===== src/rtl/core/ckt_pkg.sv =====
`default_nettype none

package ckt_pkg;

   typedef logic [2:0] kind_type;
   typedef logic [1:0] op_type;

   localparam op_type OP_ADD    = 2'd0;
   localparam op_type OP_REMOVE = 2'd1;
   localparam op_type OP_UPDATE = 2'd2;
   localparam op_type OP_TICK   = 2'd3;

   localparam kind_type KIND_DONE = 3'd0;
   localparam kind_type KIND_FAIL = 3'd1;
   localparam kind_type KIND_PING = 3'd2;
   localparam kind_type KIND_DEAD = 3'd3;
   localparam kind_type KIND_NONE = 3'd4;

   localparam logic [1:0] REG_PERIOD = 2'd0;
   localparam logic [1:0] REG_LIMIT  = 2'd1;
   localparam logic [1:0] REG_SLOTS  = 2'd2;

   localparam logic [31:0] PERIOD_RESET = 32'd10000;
   localparam logic [31:0] LIMIT_RESET  = 32'd20000;
   localparam logic [4:0]  SLOTS_RESET  = 5'd12;

   localparam int DEF_TABLE_SLOTS = 16;
   localparam int MAX_RESULTS     = 16;
   localparam int RES_W           = $clog2(MAX_RESULTS + 1);

   localparam int ID_W   = 16;
   localparam int TIME_W = 48;

endpackage

`default_nettype wire


===== src/rtl/core/connection_keepalive_tracker.sv =====
// add, remove, update: each slot walked passes READ and CHK; a hit goes straight to FIN to post the word,
// a miss passes READ once more before FIN; ticks: each slot walked passes READ and CHK, a due slot also LIMIT
// one item at a time: a shared 49-bit add and compare unit checks one slot per step
// a new request is taken only in idle; the walk covers span = min(slots_ff, TABLE_SLOTS) slots, and a tick
// stops once MAX_RESULTS due slots are found; rsp_stall can hold the walk in LIMIT and FIN
// reset: synchronous, clears all slots to free and loads the register defaults
`default_nettype none

module connection_keepalive_tracker #(
   parameter int TABLE_SLOTS = ckt_pkg::DEF_TABLE_SLOTS
) (
   input  wire logic                       clock,
   input  wire logic                       reset,
   input  wire logic                       req_valid,
   output logic                            req_stall,
   input  wire logic [1:0]                 req_op,
   input  wire logic [ckt_pkg::ID_W-1:0]   req_client_id,
   input  wire logic [ckt_pkg::TIME_W-1:0] req_now_ms,
   output logic                            rsp_valid,
   input  wire logic                       rsp_stall,
   output logic [2:0]                      rsp_result_kind,
   output logic [ckt_pkg::ID_W-1:0]        rsp_result_client,
   output logic                            rsp_last_result,
   input  wire logic                       csr_psel,
   input  wire logic                       csr_penable,
   input  wire logic                       csr_pwrite,
   input  wire logic [3:0]                 csr_paddr,
   input  wire logic [31:0]                csr_pwdata,
   output logic [31:0]                     csr_prdata,
   output logic                            csr_pready
);
   import ckt_pkg::*;

   localparam int IDX_W = (TABLE_SLOTS > 1) ? $clog2(TABLE_SLOTS) : 1;
   localparam int CNT_W = $clog2(TABLE_SLOTS + 1);

   localparam logic [2:0] S_IDLE  = 3'd0;
   localparam logic [2:0] S_READ  = 3'd1;
   localparam logic [2:0] S_CHK   = 3'd2;
   localparam logic [2:0] S_LIMIT = 3'd3;
   localparam logic [2:0] S_FIN   = 3'd4;

   // configuration
   logic [31:0] period_ff;
   logic [31:0] limit_ff;
   logic [4:0]  slots_ff;
   logic        csr_we;

   assign csr_pready = 1'b1;
   assign csr_we     = csr_psel && csr_penable && csr_pwrite;

   always_ff @(posedge clock) begin
      if (reset) begin
         period_ff <= PERIOD_RESET;
         limit_ff  <= LIMIT_RESET;
         slots_ff  <= SLOTS_RESET;
      end else if (csr_we) begin
         case (csr_paddr[3:2])
            REG_PERIOD: period_ff <= csr_pwdata;
            REG_LIMIT:  limit_ff  <= csr_pwdata;
            REG_SLOTS:  slots_ff  <= csr_pwdata[4:0];
            default:    ;
         endcase
      end
   end

   always_comb begin
      case (csr_paddr[3:2])
         REG_PERIOD: csr_prdata = period_ff;
         REG_LIMIT:  csr_prdata = limit_ff;
         REG_SLOTS:  csr_prdata = {27'd0, slots_ff};
         default:    csr_prdata = 32'd0;
      endcase
   end

   logic [CNT_W-1:0] span;
   assign span = (32'(slots_ff) > 32'(TABLE_SLOTS)) ? CNT_W'(TABLE_SLOTS)
                                                    : CNT_W'(slots_ff);

   // sequencer state
   logic [2:0]        state_ff, state_in;
   op_type            op_ff, op_in;
   logic [ID_W-1:0]   id_ff, id_in;
   logic [TIME_W-1:0] now_ff, now_in;
   logic [CNT_W-1:0]  idx_ff, idx_in;
   logic [RES_W-1:0]  found_ff, found_in;
   logic              pend_valid_ff, pend_valid_in;
   kind_type          pend_kind_ff, pend_kind_in;
   logic [ID_W-1:0]   pend_client_ff, pend_client_in;

   logic              rsp_valid_ff, rsp_valid_in;
   kind_type          rsp_kind_ff, rsp_kind_in;
   logic [ID_W-1:0]   rsp_client_ff, rsp_client_in;
   logic              rsp_last_ff, rsp_last_in;

   logic [TABLE_SLOTS-1:0] active_ff, active_in;

   // slot memories
   logic [ID_W-1:0]   client_mem [TABLE_SLOTS];
   logic [TIME_W-1:0] seen_mem [TABLE_SLOTS];
   logic [ID_W-1:0]   rd_client_ff;
   logic [TIME_W-1:0] rd_seen_ff;
   logic [IDX_W-1:0]  addr;
   logic              client_we;
   logic              seen_we;

   assign addr = idx_ff[IDX_W-1:0];

   always_ff @(posedge clock) begin
      if (client_we) begin
         client_mem[addr] <= id_ff;
      end
      if (seen_we) begin
         seen_mem[addr] <= now_ff;
      end
      rd_client_ff <= client_mem[addr];
      rd_seen_ff   <= seen_mem[addr];
   end

   // shared add and compare unit
   logic [31:0]     cmp_operand;
   logic [TIME_W:0] cmp_sum;
   logic            cmp_hit;

   assign cmp_operand = (state_ff == S_LIMIT) ? limit_ff : period_ff;
   assign cmp_sum     = {1'b0, rd_seen_ff} + {17'd0, cmp_operand};
   assign cmp_hit     = cmp_sum <= {1'b0, now_ff};

   logic req_accept;
   logic out_free;

   assign req_stall  = (state_ff != S_IDLE);
   assign req_accept = req_valid && !req_stall;
   assign out_free   = !rsp_valid_ff || !rsp_stall;

   always_comb begin
      state_in       = state_ff;
      op_in          = op_ff;
      id_in          = id_ff;
      now_in         = now_ff;
      idx_in         = idx_ff;
      found_in       = found_ff;
      pend_valid_in  = pend_valid_ff;
      pend_kind_in   = pend_kind_ff;
      pend_client_in = pend_client_ff;
      active_in      = active_ff;
      client_we      = 1'b0;
      seen_we        = 1'b0;
      rsp_valid_in   = rsp_valid_ff && rsp_stall;
      rsp_kind_in    = rsp_kind_ff;
      rsp_client_in  = rsp_client_ff;
      rsp_last_in    = rsp_last_ff;

      case (state_ff)
         S_IDLE: begin
            if (req_accept) begin
               op_in         = req_op;
               id_in         = req_client_id;
               now_in        = req_now_ms;
               idx_in        = '0;
               found_in      = '0;
               pend_valid_in = 1'b0;
               state_in      = S_READ;
            end
         end
         S_READ: begin
            if (idx_ff >= span || found_ff == RES_W'(MAX_RESULTS)) begin
               state_in = S_FIN;
            end else begin
               state_in = S_CHK;
            end
         end
         S_CHK: begin
            state_in = S_READ;
            idx_in   = idx_ff + 1'b1;
            case (op_ff)
               OP_ADD: begin
                  if (!active_ff[addr]) begin
                     active_in[addr] = 1'b1;
                     client_we       = 1'b1;
                     seen_we         = 1'b1;
                     pend_valid_in   = 1'b1;
                     pend_kind_in    = KIND_DONE;
                     pend_client_in  = id_ff;
                     state_in        = S_FIN;
                  end
               end
               OP_REMOVE, OP_UPDATE: begin
                  if (active_ff[addr] && rd_client_ff == id_ff) begin
                     if (op_ff == OP_REMOVE) begin
                        active_in[addr] = 1'b0;
                     end else begin
                        seen_we = 1'b1;
                     end
                     pend_valid_in  = 1'b1;
                     pend_kind_in   = KIND_DONE;
                     pend_client_in = id_ff;
                     state_in       = S_FIN;
                  end
               end
               default: begin
                  if (active_ff[addr] && cmp_hit) begin
                     idx_in   = idx_ff;
                     state_in = S_LIMIT;
                  end
               end
            endcase
         end
         S_LIMIT: begin
            if (!pend_valid_ff || out_free) begin
               if (pend_valid_ff) begin
                  rsp_valid_in  = 1'b1;
                  rsp_kind_in   = pend_kind_ff;
                  rsp_client_in = pend_client_ff;
                  rsp_last_in   = 1'b0;
               end
               pend_valid_in  = 1'b1;
               pend_kind_in   = cmp_hit ? KIND_DEAD : KIND_PING;
               pend_client_in = rd_client_ff;
               found_in       = found_ff + 1'b1;
               idx_in         = idx_ff + 1'b1;
               state_in       = S_READ;
            end
         end
         S_FIN: begin
            if (out_free) begin
               rsp_valid_in = 1'b1;
               rsp_last_in  = 1'b1;
               if (pend_valid_ff) begin
                  rsp_kind_in   = pend_kind_ff;
                  rsp_client_in = pend_client_ff;
               end else if (op_ff == OP_TICK) begin
                  rsp_kind_in   = KIND_NONE;
                  rsp_client_in = '0;
               end else begin
                  rsp_kind_in   = KIND_FAIL;
                  rsp_client_in = id_ff;
               end
               state_in = S_IDLE;
            end
         end
         default: begin
            state_in = S_IDLE;
         end
      endcase
   end

   always_ff @(posedge clock) begin
      if (reset) begin
         state_ff      <= S_IDLE;
         idx_ff        <= '0;
         found_ff      <= '0;
         pend_valid_ff <= 1'b0;
         rsp_valid_ff  <= 1'b0;
         active_ff     <= '0;
         op_ff         <= OP_ADD;
      end else begin
         state_ff      <= state_in;
         idx_ff        <= idx_in;
         found_ff      <= found_in;
         pend_valid_ff <= pend_valid_in;
         rsp_valid_ff  <= rsp_valid_in;
         active_ff     <= active_in;
         op_ff         <= op_in;
      end
   end

   always_ff @(posedge clock) begin
      id_ff          <= id_in;
      now_ff         <= now_in;
      pend_kind_ff   <= pend_kind_in;
      pend_client_ff <= pend_client_in;
      rsp_kind_ff    <= rsp_kind_in;
      rsp_client_ff  <= rsp_client_in;
      rsp_last_ff    <= rsp_last_in;
   end

   assign rsp_valid         = rsp_valid_ff;
   assign rsp_result_kind   = rsp_kind_ff;
   assign rsp_result_client = rsp_client_ff;
   assign rsp_last_result   = rsp_last_ff;

   a_found_cap: assert property (@(posedge clock) disable iff (reset)
      found_ff <= RES_W'(MAX_RESULTS))
      else $error("due count beyond cap");

   a_chk_in_span: assert property (@(posedge clock) disable iff (reset)
      (state_ff == S_CHK || state_ff == S_LIMIT) |-> idx_ff < span)
      else $error("slot walk beyond span");

   a_fin_last: assert property (@(posedge clock) disable iff (reset)
      (state_ff == S_FIN && out_free) |=>
         (state_ff == S_IDLE && rsp_valid_ff && rsp_last_ff))
      else $error("scan finished without final word");

   a_mid_tick: assert property (@(posedge clock) disable iff (reset)
      (rsp_valid_ff && !rsp_last_ff) |-> op_ff == OP_TICK)
      else $error("non-final word outside a tick");

endmodule

`default_nettype wire

===== config.mk =====
export PLATFORM = sky130hd
export DESIGN_NAME = connection_keepalive_tracker
export DESIGN_NICKNAME = d
export VERILOG_FILES = /design/src/rtl/core/ckt_pkg.sv /design/src/rtl/core/connection_keepalive_tracker.sv
export SDC_FILE = /design/constraint.sdc
export NUM_CORES = 2
export LEC_CHECK = 0
export CAP_MARGIN = 10
export CORE_MARGIN = 2
export CORE_UTILIZATION = 30
export CTS_CLUSTER_DIAMETER = 100
export CTS_CLUSTER_SIZE = 40
export DETAILED_ROUTE_END_ITERATION = 16
export DONT_BUFFER_PORTS = 1
export PLACE_DENSITY = 0.56
export SYNTH_ARGS = -nofsm -noshare
export SYNTH_HDL_FRONTEND = slang
export SYNTH_SLANG_ARGS = --single-unit

===== constraint.sdc =====
create_clock -name clock -period 5.1 [get_ports clock]
set_input_delay 0.765 -clock clock [delete_from_list [all_inputs] [get_ports clock]]
set_output_delay 0.765 -clock clock [all_outputs]
set_load 0.01 [all_outputs]

==> impl_metrics.json <==
{
  "routed_wl_mm": 131,
  "final_antenna_net_count": 0,
  "pre_cts_ws_ns": -1.21,
  "synth_seq_cells": 1292,
  "nNetsFinal": 3278,
  "die_y_um": 420,
  "fin_skew_ns": 0.0852,
  "syn2layout_area_growth_pct": 13.1,
  "path_clk_slew_ns": 0.14,
  "relSlewSlack": 0.317,
  "yosys.area_share.xor_xnor": 0.0105,
  "vias_per_cell": 4.92,
  "ys_seq_area_frac": 0.717,
  "synth-compound-area-share": 0.0291,
  "firstDrtPassIters": 8,
  "wire_per_inst_um": 24.2,
  "max_stage_delay_ns": 0.35,
  "violations": "negative setup slack",
  "startpoint_type": "flop",
  "maxSlewViolCount": 0,
  "cts_max_level": 2,
  "port_buffers": 0,
  "crit_type": "reg -> reg",
  "vias": 26685,
  "period_share": 1.06,
  "cp_num_buf_inv": 8,
  "crit_arrival_ns": 6.00,
  "hold_viol": 0,
  "synthArstFlopShare": 0,
  "ioPinCount": 164,
  "synth.area.mux_share": 0.148,
  "ys_types": 60,
  "synth_top_family_by_area": "multiplexers",
  "cts_buffers": 44,
  "holdCritPathClass": "in -> reg",
  "vdd_ir_drop_max_mv": 0.223,
  "syn_inst": 2951,
  "hpwlAfterDp_mm": 74.7,
  "status": "complete, but fails checks",
  "cts_tree": "yes",
  "grt_pass1_wl_mm": 190,
  "clock_latency_ns": 0.71,
  "synth_nets": 3155,
  "routabilityCongestion": 0.801,
  "cp_common_cell": "buf_4",
  "p_total_mw": 18.3,
  "yosys.area_share.simple": 0.0567,
  "core-area_mm2": 0.172,
  "grt_max_degree": 119,
  "crit_path_end_kind": "flop",
  "tns_ns": -1.91,
  "slowest_stage": "dfxtp_2",
  "dp.cells": 5305,
  "cpLargestDelayFamily": "compound AO/OA/AOI/OAI gates",
  "utilization": 0.342,
  "setup_violations": 7,
  "power_density_mw_per_mm2": 312,
  "synth_area_mm2": 0.0518,
  "fmax_mhz": 185,
  "avgSynthCellArea_um2": 17.6,
  "grt.overflow.total": 0,
  "cts.path.max_buffers": 3,
  "synth_flop_cell": "edfxtp_1",
  "grt_pass1_vias": 26980,
  "leakage_nw": 18.4,
  "route.detailed.drc": 0,
  "required_ns": 5.69,
  "layout_setup_ws_ns": -0.309,
  "ys_warn_count": 0,
  "fin_crit_ns": 5.41,
  "synth_fa_ha_area_frac": 0.0231,
  "die-area_mm2": 0.176,
  "synth_edf_count": 1126,
  "fp.dieW_um": 420,
  "rows": 152,
  "layout.cells.non_filler": 5422,
  "grt_usage": 0.147,
  "start_util": 0.302,
  "path_max_fanout": 5,
  "clock-sinks": 1292,
  "drt_iter0_drc": 2505,
  "max_slew.worst_pin.slew_ns": 1.02,
  "rsz0062_at_grt": "true",
  "layout-drive-gt1-share": 0.244,
  "antenna_found_initial": 31,
  "clock-root-buffer": "clkbuf_16",
  "maxCapViolCount": 0
}
## cell usage after synthesis, types with 3 or more instances
library cell  instances  area share
o21ai_1              16      0.0015
o31ai_1               5     0.00072
nor3b_1               4     0.00058
and3_1               10      0.0012
xnor2_1              33      0.0056
nand2b_1             13      0.0016
nand3_1              42      0.0041
mux2i_1              35      0.0068
a211o_1               3     0.00051
nand2_1             375       0.027
nor2_1              109      0.0079
a31oi_1               4     0.00048
o21ai_0              54      0.0052
mux4_2              325        0.14
nor4_1                4     0.00048
nand3b_1             26      0.0038
clkbuf_1            105      0.0076
dfxtp_1             166       0.064
ha_1                 94       0.023
or2_2                 3     0.00036
and4_1                8      0.0014
xor2_1               29      0.0049
inv_1                73      0.0053
a21o_1               22      0.0032
buf_2                 4     0.00039
o211ai_1              5     0.00072
a211oi_1              7      0.0010
edfxtp_1           1126        0.65
nor2b_1              16      0.0019
a21oi_1             120       0.012
o21bai_1              4     0.00058
nor3_1               18      0.0017
nand4_1              22      0.0027
o21a_1                4     0.00058
or3_1                 4     0.00048
buf_1                30      0.0022
and2_1                6     0.00072
## cells in the final DEF (no fill, tap or decap), types with 13 or more instances in the layout
| master | instances |
|---|---|
| a21o_1 | 22 |
| clkbuf_16 | 44 |
| nor2_4 | 18 |
| ha_4 | 20 |
| dfxtp_1 | 160 |
| inv_1 | 71 |
| xor2_1 | 29 |
| a21oi_2 | 13 |
| ha_1 | 74 |
| nor3_1 | 13 |
| clkbuf_1 | 19 |
| mux2i_1 | 35 |
| nor2_1 | 71 |
| nand3b_1 | 26 |
| xnor2_1 | 31 |
| a21oi_1 | 103 |
| edfxtp_1 | 1126 |
| nand2_1 | 346 |
| buf_4 | 181 |
| nand4_1 | 22 |
| nor2_2 | 20 |
| o21ai_0 | 43 |
| o21ai_1 | 21 |
| nand3_1 | 38 |
| buf_12 | 22 |
| mux4_2 | 325 |
| nor2b_1 | 14 |
| nand2_2 | 23 |
## layer usage
| layer | vias up | track usage | wire, um |
|---|---|---|---|
| met5 | - | 0 | 200 |
| met4 | 30 | 0.0358 | 3200 |
| met3 | 176 | 0.0234 | 6320 |
| met2 | 626 | 0.242 | 63500 |
| met1 | 14146 | 0.201 | 58000 |
| li1 | 11707 | - | - |
## cells by family (layout without fill, tap and decap cells)
group / after synthesis / count (layout)
AO/OA/AOI/OAI: 262 / 262
AND/OR/NAND/NOR: 663 / 663
other: 1 / 4
buffers and inverters: 216 / 374
flip-flops: 1292 / 1292
adder cells (fa/ha/maj): 95 / 95
multiplexers: 360 / 360
XOR/XNOR: 62 / 62
## layout make-up
cell class | instances | area, um^2
Tap cell | 2310 | 2890
Sequential cell | 1292 | 37200
Clock buffer | 63 | 1170
Timing Repair Buffer | 218 | 2020
Multi-Input combinational cell | 1443 | 14700
Clock inverter | 18 | 349
Antenna cell | 3 | 7.51
Inverter | 75 | 294
Fill cell | 16240 | 113000
## sequential cells by signal, indices dropped and copies added, names as in the netlist, named ones only
register           count
slots_ff               5
id_ff                 16
rd_client_ff          16
seen_mem             768
period_ff             32
pend_valid_ff          1
rsp_result_kind        3
found_ff               5
limit_ff              32
now_ff                48
pend_kind_ff           2
client_mem           256
state_ff               3
idx_ff                 5
rd_seen_ff            48
rsp_last_result        1
rsp_result_client     16
pend_client_ff        16
op_ff                  2
rsp_valid              1
## per-stage QoR
step / hold slack [ns] / area, um^2
global placement: 0.459 / 56000
CTS: 0.0871 / 58400
finish: 0.133 / 58600
floorplan: 0.449 / 51800
global route: 0.0807 / 58600
detailed placement: 0.464 / 56000
## report_power, final
part           switching [mW]  total [mW]  internal, mW  leakage [nW]
Clock                    3.32        5.11          1.79         0.707
Sequential              0.283        12.0          11.8          11.5
Combinational           0.636        1.16         0.528          6.20
Total                    4.24        18.3          14.1          18.4
## final timing paths
kind                  startpoint            to  slack (ns)  cells past startpoint
setup / recovery     state_ff[1]     idx_ff[3]       -0.31                     31
hold reg to reg     limit_ff[17]  limit_ff[17]        0.48                      2
hold / removal    req_now_ms[28]    now_ff[28]        0.13                      0
setup reg to reg     state_ff[1]     idx_ff[3]       -0.31                     31
## what timing repair did
item | 4_1_cts | 5_1_grt
endpoints found under the setup margin | 7 | 7
buffers inserted | 22 | 9
resized for setup | 116 | 40
pin swaps | 62 | 37
cloned | 3 | 0
hold buffers | 0 | 0
No activity file was read; power rests on OpenSTA's default activity.
